File: config.mk
export PLATFORM = sky130hd
export DESIGN_NAME = button_debounce_rearm_commander_unit_flat
export DESIGN_NICKNAME = d
export VERILOG_FILES = /design/src/sv/bdrc_pkg.sv /design/src/sv/bdrc_ifs.sv /design/src/sv/bdrc_cfg_regs.sv /design/src/sv/bdrc_button.sv /design/src/sv/bdrc_cmd.sv /design/src/sv/button_debounce_rearm_commander_unit.sv /design/src/flat_wrapper.sv
export VERILOG_INCLUDE_DIRS = /design/src /design/src/sv
export SDC_FILE = /design/constraint.sdc
export NUM_CORES = 1
export LEC_CHECK = 0
export BUFFER_PORTS_ARGS = -buffer_cell sky130_fd_sc_hd__buf_2
export CELL_PAD_IN_SITES_DETAIL_PLACEMENT = 0
export CELL_PAD_IN_SITES_GLOBAL_PLACEMENT = 1
export CORE_MARGIN = 2
export CORE_UTILIZATION = 48
export CTS_CLUSTER_SIZE = 20
export DETAILED_ROUTE_END_ITERATION = 16
export PLACE_DENSITY_LB_ADDON = 0.1
export RECOVER_POWER = 25
export SYNTH_ARGS = -nofsm -noshare
export SYNTH_HDL_FRONTEND = slang
export SYNTH_HIERARCHICAL = 1
export SYNTH_SLANG_ARGS = --single-unit
File: constraint.sdc
create_clock -name clk -period 6.2 [get_ports clk]
set_input_delay 0.31 -clock clk [delete_from_list [all_inputs] [get_ports clk]]
set_output_delay 0.31 -clock clk [all_outputs]
set_load 0.02 [all_outputs]
File: src/sv/button_debounce_rearm_commander_unit_defines.svh
// Assertion macros shared by the debouncer RTL files.
// No dependencies; included by the files that carry assertions.
`ifndef BUTTON_DEBOUNCE_REARM_COMMANDER_UNIT_DEFINES_SVH
`define BUTTON_DEBOUNCE_REARM_COMMANDER_UNIT_DEFINES_SVH

// Same-cycle implication, checked outside reset
`define BDRC_ASSERT_IMPL(label, clk, rst, ante, cons, msg) \
  label: assert property (@(posedge clk) disable iff (rst) (ante) |-> (cons)) \
    else $error(msg);

// Next-cycle implication, checked outside reset
`define BDRC_ASSERT_NEXT(label, clk, rst, ante, cons, msg) \
  label: assert property (@(posedge clk) disable iff (rst) (ante) |=> (cons)) \
    else $error(msg);

`endif

File: src/sv/bdrc_pkg.sv
// Types and constants of the pushbutton debouncer with rearm lockout.
// No dependencies; used by the interfaces and every RTL module.
package bdrc_pkg;

  localparam int POLL_W  = 10;
  localparam int TIMER_W = 14;
  localparam int CFG_INDEX_W = 2;
  localparam int CFG_DATA_W  = 14;

  localparam logic [TIMER_W-1:0] TIMER_MAX = {TIMER_W{1'b1}};

  // Configuration values after reset
  localparam logic [POLL_W-1:0]  POLL_INTERVAL_RST = 10'd20;
  localparam logic [TIMER_W-1:0] DEBOUNCE_TIME_RST = 14'd80;
  localparam logic [TIMER_W-1:0] REARM_TIME_RST    = 14'd300;

  // Configuration register indexes
  typedef enum logic [CFG_INDEX_W-1:0] {
    REG_POLL_INTERVAL = 2'd0,
    REG_DEBOUNCE_TIME = 2'd1,
    REG_REARM_TIME    = 2'd2
  } cfg_reg_t;

  typedef struct packed {
    logic [POLL_W-1:0]  poll_interval;
    logic [TIMER_W-1:0] debounce_time;
    logic [TIMER_W-1:0] rearm_time;
  } cfg_t;

  // One poll tick request
  typedef struct packed {
    logic inject_level;
    logic fill_level;
    logic motor_busy;
  } tick_t;

  // One result request
  typedef struct packed {
    logic inject_cmd;
    logic fill_cmd;
    logic stop_cmd;
    logic ignored_busy;
    logic inject_held;
    logic fill_held;
  } res_t;

  // Per-button events for one tick
  typedef struct packed {
    logic press;         // debounced press accepted, rearm expired
    logic held_release;  // debounced release of a latched press
    logic pressed;       // latched pressed state after this tick
  } btn_evt_t;

endpackage

File: src/sv/bdrc_ifs.sv
// Valid/ready channel interfaces for tick, result and configuration requests.
// Depends on bdrc_pkg.
interface bdrc_tick_if;
  logic            valid;
  logic            ready;
  bdrc_pkg::tick_t data;
  modport source (output valid, output data, input ready);
  modport sink (input valid, input data, output ready);
endinterface

interface bdrc_res_if;
  logic           valid;
  logic           ready;
  bdrc_pkg::res_t data;
  modport source (output valid, output data, input ready);
  modport sink (input valid, input data, output ready);
endinterface

interface bdrc_cfg_if;
  logic                                valid;
  logic                                ready;
  logic [bdrc_pkg::CFG_INDEX_W-1:0]    index;
  logic [bdrc_pkg::CFG_DATA_W-1:0]     wdata;
  modport source (output valid, output index, output wdata, input ready);
  modport sink (input valid, input index, input wdata, output ready);
endinterface

File: src/sv/bdrc_cfg_regs.sv
// Configuration register file: poll interval, debounce time, rearm time.
// Depends on bdrc_pkg, bdrc_ifs and the assertion macro header.
`include "button_debounce_rearm_commander_unit_defines.svh"

module bdrc_cfg_regs (
  input  logic           clk,
  input  logic           rst,
  bdrc_cfg_if.sink       cfg,
  output bdrc_pkg::cfg_t regs
);

  logic wr;

  // Always take writes
  assign cfg.ready = 1'b1;
  assign wr = cfg.valid & cfg.ready;

  // Write the addressed register; drop unknown indexes
  always_ff @(posedge clk) begin
    if (rst) begin
      regs.poll_interval <= bdrc_pkg::POLL_INTERVAL_RST;
      regs.debounce_time <= bdrc_pkg::DEBOUNCE_TIME_RST;
      regs.rearm_time    <= bdrc_pkg::REARM_TIME_RST;
    end else if (wr) begin
      case (cfg.index)
        bdrc_pkg::REG_POLL_INTERVAL: begin
          regs.poll_interval <= cfg.wdata[bdrc_pkg::POLL_W-1:0];
        end
        bdrc_pkg::REG_DEBOUNCE_TIME: begin
          regs.debounce_time <= cfg.wdata[bdrc_pkg::TIMER_W-1:0];
        end
        bdrc_pkg::REG_REARM_TIME: begin
          regs.rearm_time <= cfg.wdata[bdrc_pkg::TIMER_W-1:0];
        end
        default: begin
        end
      endcase
    end
  end

  `BDRC_ASSERT_NEXT(a_poll_write, clk, rst,
    wr && cfg.index == bdrc_pkg::REG_POLL_INTERVAL,
    regs.poll_interval == $past(cfg.wdata[bdrc_pkg::POLL_W-1:0]),
    "poll interval write lost")

endmodule

File: src/sv/bdrc_button.sv
// One button: raw level tracking, debounce timer, rearm countdown, press latch.
// Depends on bdrc_pkg.
module bdrc_button (
  input  logic             clk,
  input  logic             rst,
  input  logic             step,
  input  logic             level,
  input  bdrc_pkg::cfg_t   regs,
  output bdrc_pkg::btn_evt_t evt
);

  logic                         last_raw, last_raw_next;
  logic                         stable, stable_next;
  logic [bdrc_pkg::TIMER_W-1:0] elapsed, elapsed_next;
  logic [bdrc_pkg::TIMER_W-1:0] rearm, rearm_next;
  logic [bdrc_pkg::TIMER_W-1:0] rearm_dec;
  logic [bdrc_pkg::TIMER_W-1:0] poll_ext;
  logic [bdrc_pkg::TIMER_W:0]   sum;
  logic                         raw, settled;

  assign raw      = ~level;
  assign poll_ext = {{(bdrc_pkg::TIMER_W-bdrc_pkg::POLL_W){1'b0}}, regs.poll_interval};
  assign sum      = {1'b0, elapsed} + {1'b0, poll_ext};

  always_comb begin
    // Restart debounce on a change, else accumulate up to the threshold
    last_raw_next = raw;
    if (raw != last_raw) begin
      elapsed_next = '0;
    end else if (elapsed < regs.debounce_time) begin
      elapsed_next = sum[bdrc_pkg::TIMER_W] ? bdrc_pkg::TIMER_MAX
                                            : sum[bdrc_pkg::TIMER_W-1:0];
    end else begin
      elapsed_next = elapsed;
    end

    // Count rearm down to zero
    rearm_dec = (rearm > poll_ext) ? rearm - poll_ext : '0;

    settled = elapsed_next >= regs.debounce_time;
    evt.press        = settled & raw & ~stable & (rearm_dec == '0);
    evt.held_release = settled & ~raw & stable;

    // Latch press, load rearm; clear latch on settled release
    stable_next = stable;
    rearm_next  = rearm_dec;
    if (evt.press) begin
      stable_next = 1'b1;
      rearm_next  = regs.rearm_time;
    end else if (settled & ~raw) begin
      stable_next = 1'b0;
    end
    evt.pressed = stable_next;
  end

  always_ff @(posedge clk) begin
    if (rst) begin
      last_raw <= 1'b0;
      stable   <= 1'b0;
      elapsed  <= '0;
      rearm    <= '0;
    end else if (step) begin
      last_raw <= last_raw_next;
      stable   <= stable_next;
      elapsed  <= elapsed_next;
      rearm    <= rearm_next;
    end
  end

endmodule

File: src/sv/bdrc_cmd.sv
// Command decision: inject, fill, stop and busy-drop flags, fill hold flag.
// Depends on bdrc_pkg.
module bdrc_cmd (
  input  logic               clk,
  input  logic               rst,
  input  logic               step,
  input  logic               motor_busy,
  input  bdrc_pkg::btn_evt_t inj,
  input  bdrc_pkg::btn_evt_t fil,
  output bdrc_pkg::res_t     res
);

  logic holding, holding_next;
  logic fill_busy;

  always_comb begin
    res = '0;
    holding_next = holding;

    // Inject button first
    if (inj.press) begin
      if (motor_busy) begin
        res.ignored_busy = 1'b1;
      end else begin
        res.inject_cmd = 1'b1;
      end
    end

    // An inject issued this tick keeps the motor busy for fill
    fill_busy = motor_busy | res.inject_cmd;
    if (fil.press) begin
      if (fill_busy) begin
        res.ignored_busy = 1'b1;
      end else begin
        res.fill_cmd = 1'b1;
        holding_next = 1'b1;
      end
    end else if (fil.held_release && holding) begin
      holding_next = 1'b0;
      res.stop_cmd = fill_busy;
    end

    res.inject_held = inj.pressed;
    res.fill_held   = fil.pressed;
  end

  always_ff @(posedge clk) begin
    if (rst) begin
      holding <= 1'b0;
    end else if (step) begin
      holding <= holding_next;
    end
  end

endmodule

File: src/sv/button_debounce_rearm_commander_unit.sv
// Two-button debouncer with rearm lockout that turns poll ticks into motor
// commands. Each tick request carries the active-low inject and fill levels
// and the motor busy flag and yields exactly one result request. A tick is
// taken in every cycle when the result side keeps up; it passes an input
// register and then a result register before its result request is valid.
// The configuration channel is always ready and writes poll_interval
// (index 0), debounce_time (1) and rearm_time (2); other indexes are dropped.
// After reset the registers hold 20, 80 and 300 and both buttons are released.
`include "button_debounce_rearm_commander_unit_defines.svh"

module button_debounce_rearm_commander_unit (
  input  logic       clk,
  input  logic       rst,
  bdrc_tick_if.sink  tick,
  bdrc_res_if.source result,
  bdrc_cfg_if.sink   cfg
);

  bdrc_pkg::cfg_t     regs;
  bdrc_pkg::tick_t    in_data;
  bdrc_pkg::res_t     res_data;
  bdrc_pkg::res_t     res_calc;
  bdrc_pkg::btn_evt_t inj_evt, fil_evt;
  logic               in_valid, res_valid;
  logic               adv, step;

  bdrc_cfg_regs u_cfg (
    .clk  (clk),
    .rst  (rst),
    .cfg  (cfg),
    .regs (regs)
  );

  // Advance when the result register is empty or being taken
  assign adv        = ~res_valid | result.ready;
  assign step       = in_valid & adv;
  assign tick.ready = ~in_valid | adv;

  // Hold the tick request in the input register
  always_ff @(posedge clk) begin
    if (rst) begin
      in_valid <= 1'b0;
    end else if (tick.ready) begin
      in_valid <= tick.valid;
    end
  end

  always_ff @(posedge clk) begin
    if (tick.valid && tick.ready) begin
      in_data <= tick.data;
    end
  end

  bdrc_button u_inject (
    .clk   (clk),
    .rst   (rst),
    .step  (step),
    .level (in_data.inject_level),
    .regs  (regs),
    .evt   (inj_evt)
  );

  bdrc_button u_fill (
    .clk   (clk),
    .rst   (rst),
    .step  (step),
    .level (in_data.fill_level),
    .regs  (regs),
    .evt   (fil_evt)
  );

  bdrc_cmd u_cmd (
    .clk        (clk),
    .rst        (rst),
    .step       (step),
    .motor_busy (in_data.motor_busy),
    .inj        (inj_evt),
    .fil        (fil_evt),
    .res        (res_calc)
  );

  // Register the result request
  always_ff @(posedge clk) begin
    if (rst) begin
      res_valid <= 1'b0;
    end else if (adv) begin
      res_valid <= in_valid;
    end
  end

  always_ff @(posedge clk) begin
    if (step) begin
      res_data <= res_calc;
    end
  end

  assign result.valid = res_valid;
  assign result.data  = res_data;

  `BDRC_ASSERT_IMPL(a_one_cmd, clk, rst,
    res_valid && res_data.inject_cmd, !res_data.fill_cmd,
    "inject and fill issued in one tick")
  `BDRC_ASSERT_IMPL(a_stop_not_fill, clk, rst,
    res_valid && res_data.stop_cmd, !res_data.fill_cmd && !res_data.fill_held,
    "stop issued with fill pressed")
  `BDRC_ASSERT_IMPL(a_inject_held, clk, rst,
    res_valid && res_data.inject_cmd, res_data.inject_held,
    "inject issued without latched press")
  `BDRC_ASSERT_IMPL(a_fill_held, clk, rst,
    res_valid && res_data.fill_cmd, res_data.fill_held,
    "fill issued without latched press")
  `BDRC_ASSERT_NEXT(a_step_fills, clk, rst,
    step, res_valid,
    "processed tick did not reach result register")

endmodule

File: src/flat_wrapper.sv
// flat-port wrapper written by rule: the top's interface ports become plain ports
module button_debounce_rearm_commander_unit_flat 
  (clk, rst, tick_valid, tick_data, tick_ready, result_valid, result_data, result_ready, cfg_valid, cfg_index, cfg_wdata, cfg_ready);
  bdrc_tick_if tick_i ();
  bdrc_res_if result_i ();
  bdrc_cfg_if cfg_i ();
  input  logic clk;
  input  logic rst;
  input wire logic [$bits(tick_i.valid)-1:0] tick_valid;
  input wire logic [$bits(tick_i.data)-1:0] tick_data;
  output wire logic [$bits(tick_i.ready)-1:0] tick_ready;
  output wire logic [$bits(result_i.valid)-1:0] result_valid;
  output wire logic [$bits(result_i.data)-1:0] result_data;
  input wire logic [$bits(result_i.ready)-1:0] result_ready;
  input wire logic [$bits(cfg_i.valid)-1:0] cfg_valid;
  input wire logic [$bits(cfg_i.index)-1:0] cfg_index;
  input wire logic [$bits(cfg_i.wdata)-1:0] cfg_wdata;
  output wire logic [$bits(cfg_i.ready)-1:0] cfg_ready;
  assign tick_i.valid = tick_valid;
  assign tick_i.data = tick_data;
  assign tick_ready = tick_i.ready;
  assign result_valid = result_i.valid;
  assign result_data = result_i.data;
  assign result_i.ready = result_ready;
  assign cfg_i.valid = cfg_valid;
  assign cfg_i.index = cfg_index;
  assign cfg_i.wdata = cfg_wdata;
  assign cfg_ready = cfg_i.ready;
  button_debounce_rearm_commander_unit u_core (.clk(clk), .rst(rst), .tick(tick_i), .result(result_i), .cfg(cfg_i));
endmodule
==> impl_results.md, run 1 <==
- Largest net degree at the start of global routing: 71
- Crit-path max FO: 11
- Post-Synthesis Cells: 1,070
- Post-CTS Setup Repair Bufs: 0
- Full die area: 19,300 um^2
- Drt total wl: 25,100 um
- Post-route DRC: 0
- Avg WL per Cell: 19.2 um
- Worst hold start: tick_data[0]
- Initial core utilization: 48.7%
- Hold Buf Count CTS: 0
- CTS tree: yes
- Diode count: 0
- Netlist Area Pre-Place: 8720 um^2
- Pins Over Slew Limit: 71
- Nets: 1,193
- Clock root buffer: clkbuf_16
- Violated checks: capacitance limit, slew limit
- Die Wd: 139 um
- Maximum buffer depth of the clock tree: 2
- Routed vias: 7,878
- Die height: 139 um
- Synthesis-to-finish area growth: 5.71%
- Max IR drop VDD: 0.171 mV
- Dpl cell area: 8960 um^2
- Hold depth: 1
- Clock Latency Late Sink: 370 ps
- Yosys warns: 6
- R2R Setup Slk: 670 ps
- Total leakage power: 3.79 nW
- DRT Pass-1 Iters: 5
- RSZ-0062 raised after global routing: false
- Crit Path Class: reg -> reg
- Clock-pin slew on the worst setup and hold paths: 80 ps
- Syn Nets: 1,192
- Crit path time final: 5530 ps
- # port buffers: 31
- Final setup TNS: 0 ps
- Worst Hold End: u_core/in_data[0]$_DFFE_PP_
- RD Place Congestion: 0.867
- Post-CTS Resized: 0
- WP data arrival: 5790 ps
- Post-Syn Area per Cell: 8.15 um^2
- Ports: 33
- Share of cells above drive strength 1: 7.62%
- Cells after DPL: 1,289
- Core area: 17,900 um^2
- Worst setup SP type: register
- DPL Wire Length: 19,200 um
- Status: complete, but fails checks
- Num rows: 49
- Slew Limit Headroom: -72.6%
- Reg-to-reg endpoint: u_core/u_cmd/holding$_SDFFE_PP0P_
- CP endpoint kind: register
- CTS Sinks: 110
- Vias in the first global route: 7,424
- CTS Buf Count: 9
- Gr usage total: 25.8%
- Antenna Nets Post-Route: 0
- HP Class: in -> reg
- Period utilization: 89.1%
- Max Cap Viol: 1
- RR Startpoint: u_core/u_cfg/regs[28]$_SDFFE_PP0P_
- Worst Path Required: 6470 ps
- H-tree Lvls: 3
- Hold_ws: 115 ps
- First-pass GRT wire length: 39,900 um
- Initial antenna violation count: 0
- Endpoints failing hold: 0
- PwrDens: 246 nW/um^2
- FMAX: 181 MHz
- Initial drt markers: 623
- Grt ovf: 0
- Slew @ Worst Pin: 2590 ps
- Reg2Reg Depth: 19
- Post-layout instance area: 9220 um^2
- Non-Filler Instances: 1,305
- Clk_skew: 11.1 ps
- DR vias/cell: 6.04
- Final Setup Violations: 0
sequential cells by signal (all words and copies together), names as in the netlist:
register / flops
u_core/u_cfg/regs: 38
u_core/u_fill/elapsed: 14
u_core/u_fill/rearm: 14
u_core/u_inject/elapsed: 14
u_core/u_inject/rearm: 14
u_core/result.data: 6
u_core/in_data: 3
u_core/in_valid: 1
u_core/result.valid: 1
u_core/u_cmd/holding: 1
u_core/u_fill/last_raw: 1
u_core/u_fill/stable: 1
u_core/u_inject/last_raw: 1
u_core/u_inject/stable: 1
cells in the final DEF (no fill, tap or decap), types with 7 or more instances in the layout:
cell	n
a211oi_1	27
a21o_1	19
a21oi_1	65
a31o_2	8
a31oi_1	10
buf_2	22
buf_4	7
clkbuf_1	11
clkbuf_16	10
dfxtp_1	101
edfxtp_1	9
ha_1	94
inv_1	76
mux2i_1	40
nand2_1	62
nand2b_1	56
nand3_1	28
nand4_1	19
nor2_1	110
nor3_1	21
o211ai_1	11
o21a_1	7
o21ai_0	55
o21ai_1	10
o21bai_1	7
o22ai_1	8
xnor2_1	17
xor2_1	13
per-layer routing:
metal  GRT usage [%]  part of all wire, %  vias up
met5               0                    0        -
met4            6.65                  1.9        0
met3            3.52                  4.3       33
met2            41.4                   45      203
met1            36.6                   48     3748
li1                -                    -     3894
area by class of cell:
class                      count  area (um^2)
clock inverter                 5         31.3
multi-input combinational    835         5870
tap                          229          287
clock buffer                  11          254
fill                        1788         8680
sequential                   110         2290
timing repair buffer          39          200
inverter                      76          285
power breakdown:
part	internal, mW	switching [mW]
clock	0.298	0.290
combinational	0.334	0.524
sequential	0.764	0.0568
critical path, stage by stage, from the launching register on:
cell and delay, ps:
dfxtp_1 380, ha_1 250, fa_1 400, a21oi_1 190
o21ai_0 150, a2111oi_0 640, o21ai_0 200, a221o_1 480
nor2_1 200, nor2_1 80, ha_1 270, a21o_1 110
a211oi_1 70, o21ai_0 280, nand3_1 180, a2111oi_2 700
nand3_1 340, inv_1 240, nand4bb_1 120, a31oi_1 140
per-stage QoR:
stage | util (%) | setup slack, ps | power [mW]
finish | 51.5 | 673 | 2.27
global route | 51.5 | 322 | 2.41
CTS | 51.7 | 745 | 2.27
detailed placement | 50.1 | 782 | 1.68
global placement | 50.1 | 927 | 1.69
floorplan | - | 1560 | 1.48
how the worst max path moves through the flow:
stage          cells after the start  slack (ps)                               start                                 to
2_1_floorplan                     17        1560  u_core/u_cfg/regs[28]$_SDFFE_PP0P_    u_core/result.data[0]$_DFFE_PP_
3_3_place_gp                      19         930  u_core/u_cfg/regs[28]$_SDFFE_PP0P_  u_core/u_cmd/holding$_SDFFE_PP0P_
3_5_place_dp                      18         780  u_core/u_cfg/regs[28]$_SDFFE_PP0P_    u_core/result.data[3]$_DFFE_PP_
4_1_cts                           19         750  u_core/u_cfg/regs[28]$_SDFFE_PP0P_  u_core/u_cmd/holding$_SDFFE_PP0P_
5_1_grt                           19         320  u_core/u_cfg/regs[28]$_SDFFE_PP0P_  u_core/u_cmd/holding$_SDFFE_PP0P_
6_report                          19         670  u_core/u_cfg/regs[28]$_SDFFE_PP0P_  u_core/u_cmd/holding$_SDFFE_PP0P_
Power figures use the tool's default switching activity.
==> run 2: changes to the inputs <==
--- a/config.mk
+++ b/config.mk
@@ -11,9 +11,8 @@
 export CELL_PAD_IN_SITES_GLOBAL_PLACEMENT = 1
 export CORE_MARGIN = 2
 export CORE_UTILIZATION = 48
-export CTS_CLUSTER_SIZE = 20
 export DETAILED_ROUTE_END_ITERATION = 16
-export PLACE_DENSITY_LB_ADDON = 0.1
+export PLACE_DENSITY = 0.8
 export RECOVER_POWER = 25
 export SYNTH_ARGS = -nofsm -noshare
 export SYNTH_HDL_FRONTEND = slang
==> run 2 against run 1 <==
Compared with the run above:
- the run still ends with capacitance limit, slew limit left
- clock skew about the same
- clock power up 14%
- non-clock buffer count up 2
- global-route usage down 0.55 points
- sequential cell count unchanged
- combinational power about the same
- worst hold slack better by 1.3 ps
- worst setup slack better by 110 ps
- via count unchanged
- largest cell class unchanged
==> impl_results.md, run 2 (synthesis gave the netlist of run 1 again) <==
- Critical-path cell list: ha_1 -> fa_1 -> a21oi_1 -> o21ai_0 -> a2111oi_0 -> o21ai_0 -> a221o_1 -> nor2_1 -> nor2_1 -> ha_1 -> a21o_1 -> a211oi_1 -> o21ai_0 -> nand3_1 -> a2111oi_2 -> buf_4 -> nand3_1 -> inv_1 -> nand4bb_1 -> a31oi_1
- Fill cells: 1,706
- WP buf/inv: 2
- CTS tree: yes
- Sequential share of power: 35.0%
- Full die area: 19,300 um^2
- H-tree Lvls: 3
- Commonest cells after routing, fill and taps aside: 110 x nor2_1, 101 x dfxtp_1, 94 x ha_1
- Comb power frac: 36.5%
- Status: complete, but fails checks
- Clock-pin slew on the worst setup and hold paths: 80 ps
- Maximum buffer depth of the clock tree: 2
- Crit Path Class: reg -> reg
- Clk pwr share: 28.5%
- Max Cap Viol: 2
- Max IR drop VDD: 0.136 mV
- DPL Wire Length: 18,800 um
- Post-CTS Resized: 0
- Initial drt markers: 595
- Gr usage total: 25.2%
- Synthesis-to-finish area growth: 6.41%
- Crit path time final: 5410 ps
- Worst Hold End: u_core/in_data[0]$_DFFE_PP_
- Ports: 33
- Dpl cell area: 8980 um^2
- CTS Sinks: 110
- Slew Limit Headroom: -54.7%
- Vias in the first global route: 7,387
- Slew @ Worst Pin: 2320 ps
- Reg2Reg Depth: 20
- Reg-to-reg endpoint: u_core/u_cmd/holding$_SDFFE_PP0P_
- PwrDens: 252 nW/um^2
- Area taken by multi-input logic gates: 5870 um^2
- Avg WL per Cell: 18.8 um
- R2R Setup Slk: 790 ps
- Violated checks: capacitance limit, slew limit
- Total leakage power: 3.82 nW
- Worst setup SP type: register
- Worst Path Required: 6470 ps
- Clk_skew: 11.0 ps
- Final Setup Violations: 0
- Num rows: 49
- Pins Over Slew Limit: 99
- Core area: 17,900 um^2
- Share of cells above drive strength 1: 7.79%
- Hold depth: 1
- RSZ-0062 raised after global routing: false
- CTS Buf Count: 9
- RD Place Congestion: 0.886
- Endpoints failing hold: 0
- CP endpoint kind: register
- Die Wd: 139 um
- Grt ovf: 0
- Hold Buf Count CTS: 0
- Period utilization: 87.3%
- Int Power: 1.46 mW
- Post-CTS Setup Repair Bufs: 0
- DRT Pass-1 Iters: 5
- FF+latch area: 2290 um^2
- Drt total wl: 24,600 um
- Routed vias: 7,878
- Most flops, register: u_core/u_cfg/regs
- Post-route DRC: 0
- Largest register FFs: 38
- Clock root buffer: clkbuf_16
- Final setup TNS: 0 ps
- Crit-path max FO: 12
- Post-layout instance area: 9280 um^2
- # port buffers: 31
- DR vias/cell: 6.03
- Diode count: 0
- Largest net degree at the start of global routing: 64
- Delay-heaviest family, CP: compound AO/OA/AOI/OAI gates
- Peak per-stage delay on the critical path: 690 ps
- Initial antenna violation count: 0
- Initial core utilization: 48.7%
- Clock Latency Late Sink: 360 ps
- HP Class: in -> reg
- Nets: 1,195
- Worst hold start: tick_data[0]
- Die height: 139 um
- FMAX: 185 MHz
- Critical path launch point: u_core/u_cfg/regs[28]$_SDFFE_PP0P_
- Antenna Nets Post-Route: 0
- Cell mode on critical path: o21ai_0
- First-pass GRT wire length: 39,200 um
- P_sw: 0.879 mW
- Crit-path slowest cell: a2111oi_0
- WP data arrival: 5680 ps
- Switching share of power: 37.5%
- Most common cell after layout, fill and taps aside: nor2_1
- RR Startpoint: u_core/u_cfg/regs[28]$_SDFFE_PP0P_
## run 2: cell count changes in the layout (fill, tap and decap cells not counted)
| cell | previous run | this run |
|---|---|---|
| and2_0 | 2 | 3 |
| and2_2 | 1 | 0 |
| buf_2 | 22 | 23 |
| buf_4 | 7 | 8 |
| bufinv_16 | 0 | 2 |
| clkbuf_1 | 11 | 10 |
| clkbuf_16 | 10 | 9 |
| clkinv_2 | 3 | 0 |
| inv_8 | 0 | 3 |
## run 2: area by class of cell
class                           instances  area share (%)
Inverter                               76            3.07
Clock inverter                          7            1.19
Sequential cell                       110            24.7
Timing Repair Buffer                   41            2.29
Tap cell                              229            3.09
Multi-Input combinational cell        835            63.2
Clock buffer                            9            2.43
## run 2: layer usage
layer	vias to the layer above	GRT usage, %	share of wire [%]
li1	3907	-	-
met1	3724	33.8	47
met2	202	41.5	46
met3	45	4.80	4.7
met4	0	7.39	2.5
met5	-	0	0
## run 2: worst register-to-register path, cell delays in order, from the launching register on
cell,delay [ps]
dfxtp_1,390
ha_1,260
fa_1,410
a21oi_1,210
o21ai_0,140
a2111oi_0,690
o21ai_0,200
a221o_1,500
nor2_1,190
nor2_1,70
ha_1,260
a21o_1,100
a211oi_1,70
o21ai_0,300
nand3_1,170
a2111oi_2,410
buf_4,240
nand3_1,220
inv_1,230
nand4bb_1,120
a31oi_1,140
## run 2: worst max-delay path by stage
| stage | slack (ps) | end | depth (start not counted) |
|---|---|---|---|
| 6_report | 790 | u_core/u_cmd/holding$_SDFFE_PP0P_ | 20 |
| 3_5_place_dp | 880 | u_core/u_cmd/holding$_SDFFE_PP0P_ | 20 |
| 2_1_floorplan | 1560 | u_core/result.data[0]$_DFFE_PP_ | 17 |
| 3_3_place_gp | 890 | u_core/result.data[4]$_DFFE_PP_ | 20 |
| 5_1_grt | 310 | u_core/u_cmd/holding$_SDFFE_PP0P_ | 20 |
| 4_1_cts | 890 | u_core/u_cmd/holding$_SDFFE_PP0P_ | 20 |
## run 2: through the flow
stage / power (mW) / setup WS, ps / hold WS (ps) / std cells / utilization [%]
2_1_floorplan: 1.48 / 1560 / 372 / 1070 / -
3_3_place_gp: 1.68 / 895 / 447 / 1291 / 50.1
3_5_place_dp: 1.67 / 884 / 454 / 1291 / 50.1
4_1_cts: 2.35 / 887 / 106 / 1307 / 52.0
5_1_grt: 2.48 / 305 / 98.5 / 1307 / 51.9
6_report: 2.34 / 788 / 116 / 1307 / 51.9
## run 2: power by group through the flow
stage	clock network [mW]	logic, mW	registers, mW
2_1_floorplan	0	0.669	0.814
3_3_place_gp	0	0.840	0.837
3_5_place_dp	0	0.839	0.836
4_1_cts	0.683	0.844	0.820
5_1_grt	0.708	0.950	0.826
6_report	0.668	0.855	0.821
==> run 3: changes to the inputs <==
--- a/config.mk
+++ b/config.mk
@@ -9,7 +9,6 @@
 export BUFFER_PORTS_ARGS = -buffer_cell sky130_fd_sc_hd__buf_2
 export CELL_PAD_IN_SITES_DETAIL_PLACEMENT = 0
 export CELL_PAD_IN_SITES_GLOBAL_PLACEMENT = 1
-export CORE_MARGIN = 2
 export CORE_UTILIZATION = 48
 export DETAILED_ROUTE_END_ITERATION = 16
 export PLACE_DENSITY = 0.8
==> run 3 against run 2 <==
Compared with the run above:
- total power down 1.7%
- via count down 2.1%
- the run still ends with capacitance limit, slew limit left
- critical path depth unchanged
- utilization up 0.92 points
- worst hold slack worse by 3.9 ps
- final area down 0.31%
- maximum frequency down 0.26%
- non-clock buffer count down 1
- largest cell class unchanged
- sequential power about the same
- worst setup slack worse by 14 ps
==> impl_results.md, run 3 (synthesis gave the netlist of run 1 again) <==
- CTS tree: yes
- Gr usage total: 27.5%
- Worst hold start: tick_data[0]
- Clock Latency Late Sink: 370 ps
- Max IR drop VDD: 0.129 mV
- FMAX: 184 MHz
- Violated checks: capacitance limit, slew limit
- Post-CTS Setup Repair Bufs: 0
- CTS Buf Count: 9
- Num rows: 48
- Initial antenna violation count: 0
- Slew Limit Headroom: -81.7%
- Pins Over Slew Limit: 75
- Status: complete, but fails checks
- Crit Path Class: reg -> reg
- Post-CTS Resized: 0
- Endpoints failing hold: 0
- DRT Pass-1 Iters: 5
- Die height: 137 um
- Total leakage power: 3.81 nW
- H-tree Lvls: 3
- Antenna Nets Post-Route: 0
- Grt ovf: 0
- RD Place Congestion: 0.894
- # port buffers: 31
- Post-route DRC: 0
- Drt total wl: 24,500 um
- Max Cap Viol: 1
- Most common cell after layout, fill and taps aside: nor2_1
- Routed vias: 7,714
- Critical path launch point: u_core/u_cfg/regs[32]$_SDFFE_PP1P_
- Vias in the first global route: 7,148
- Ports: 33
- Share of cells above drive strength 1: 7.71%
- RSZ-0062 raised after global routing: false
- Period utilization: 87.5%
- DR vias/cell: 5.92
- Synthesis-to-finish area growth: 6.08%
- Most flops, register: u_core/u_cfg/regs
- Crit path time final: 5430 ps
- Slew @ Worst Pin: 2730 ps
- Clock-pin slew on the worst setup and hold paths: 90 ps
- Largest net degree at the start of global routing: 75
- Crit-path max FO: 6
- RR Startpoint: u_core/u_cfg/regs[32]$_SDFFE_PP1P_
- Die Wd: 137 um
- Commonest cells after routing, fill and taps aside: 110 x nor2_1, 101 x dfxtp_1, 94 x ha_1
- HP Class: in -> reg
- Total power draw: 2.30 mW
- CP endpoint kind: register
- First-pass GRT wire length: 39,100 um
- Core area: 17,500 um^2
- Fill cells: 1,737
- Final Setup Violations: 0
- Final setup TNS: 0 ps
- Largest register FFs: 38
- Worst Path Required: 6320 ps
- Nets: 1,194
- Maximum buffer depth of the clock tree: 2
- Clk_skew: 13.0 ps
- WP data arrival: 5550 ps
- DPL Wire Length: 18,800 um
- Diode count: 0
- Avg WL per Cell: 18.9 um
- Initial drt markers: 587
- PwrDens: 249 nW/um^2
- Hold Buf Count CTS: 0
- Clock root buffer: clkbuf_16
- Initial core utilization: 49.7%
- CTS Sinks: 110
- Full die area: 18,700 um^2
- Worst setup SP type: register
[run 3: worst paths after layout]
| path | slack [ps] | depth (start not counted) | end |
|---|---|---|---|
| min reg2reg | 470 | 2 | u_core/u_inject/rearm[0]$_SDFFE_PP0P_ |
| max | 770 | 20 | u_core/result.data[4]$_DFFE_PP_ |
| max reg2reg | 770 | 20 | u_core/result.data[4]$_DFFE_PP_ |
| min | 110 | 1 | u_core/in_data[0]$_DFFE_PP_ |
[run 3: per-layer routing]
metal  vias to the layer above  track usage, %  part of all wire [%]
li1                       3901               -                     -
met1                      3568            37.6                    48
met2                       212            44.1                    45
met3                        33            5.78                   5.1
met4                         0            6.35                   1.7
met5                         -               0                     0
[run 3: per-stage QoR]
| stage | area, um^2 | hold slack (ps) | std cells | setup WS, ps | util [%] |
|---|---|---|---|---|---|
| CTS | 9280 | 106 | 1302 | 896 | 52.9 |
| finish | 9250 | 112 | 1302 | 774 | 52.8 |
| global route | 9250 | 104 | 1302 | 414 | 52.8 |
| global placement | 8960 | 454 | 1286 | 930 | 51.1 |
| detailed placement | 8960 | 453 | 1286 | 937 | 51.1 |
| floorplan | 8720 | 372 | 1070 | 1560 | - |
[run 3: critical path: stages (launching register included)]
cell and delay, ps:
dfxtp_1 600, ha_1 330, nand3_1 110, o211ai_1 230
nor4_1 80, nor3_1 490, a211oi_1 280, nor4b_1 550
and3_1 240, nor3_1 50, ha_1 290, nand4_1 100
a211oi_1 250, and2_1 170, a21oi_1 100, or4_4 580
nor4_4 270, nor2_1 130, inv_1 130, nor2_1 70
and2_1 150
[run 3: cell type report]
type,count,area (um^2),area share (%)
clock buffer,9,225,2.43
clock inverter,7,91.3,0.987
inverter,76,285,3.08
multi-input combinational,835,5870,63.4
sequential,110,2290,24.8
tap,225,282,3.04
timing repair buffer,40,208,2.24
[run 3: report_power, final]
part / total [mW] / internal (mW) / switching, mW
sequential: 0.822 / 0.764 / 0.0575
combinational: 0.854 / 0.334 / 0.520
clock: 0.629 / 0.325 / 0.304
total: 2.30 / 1.42 / 0.881
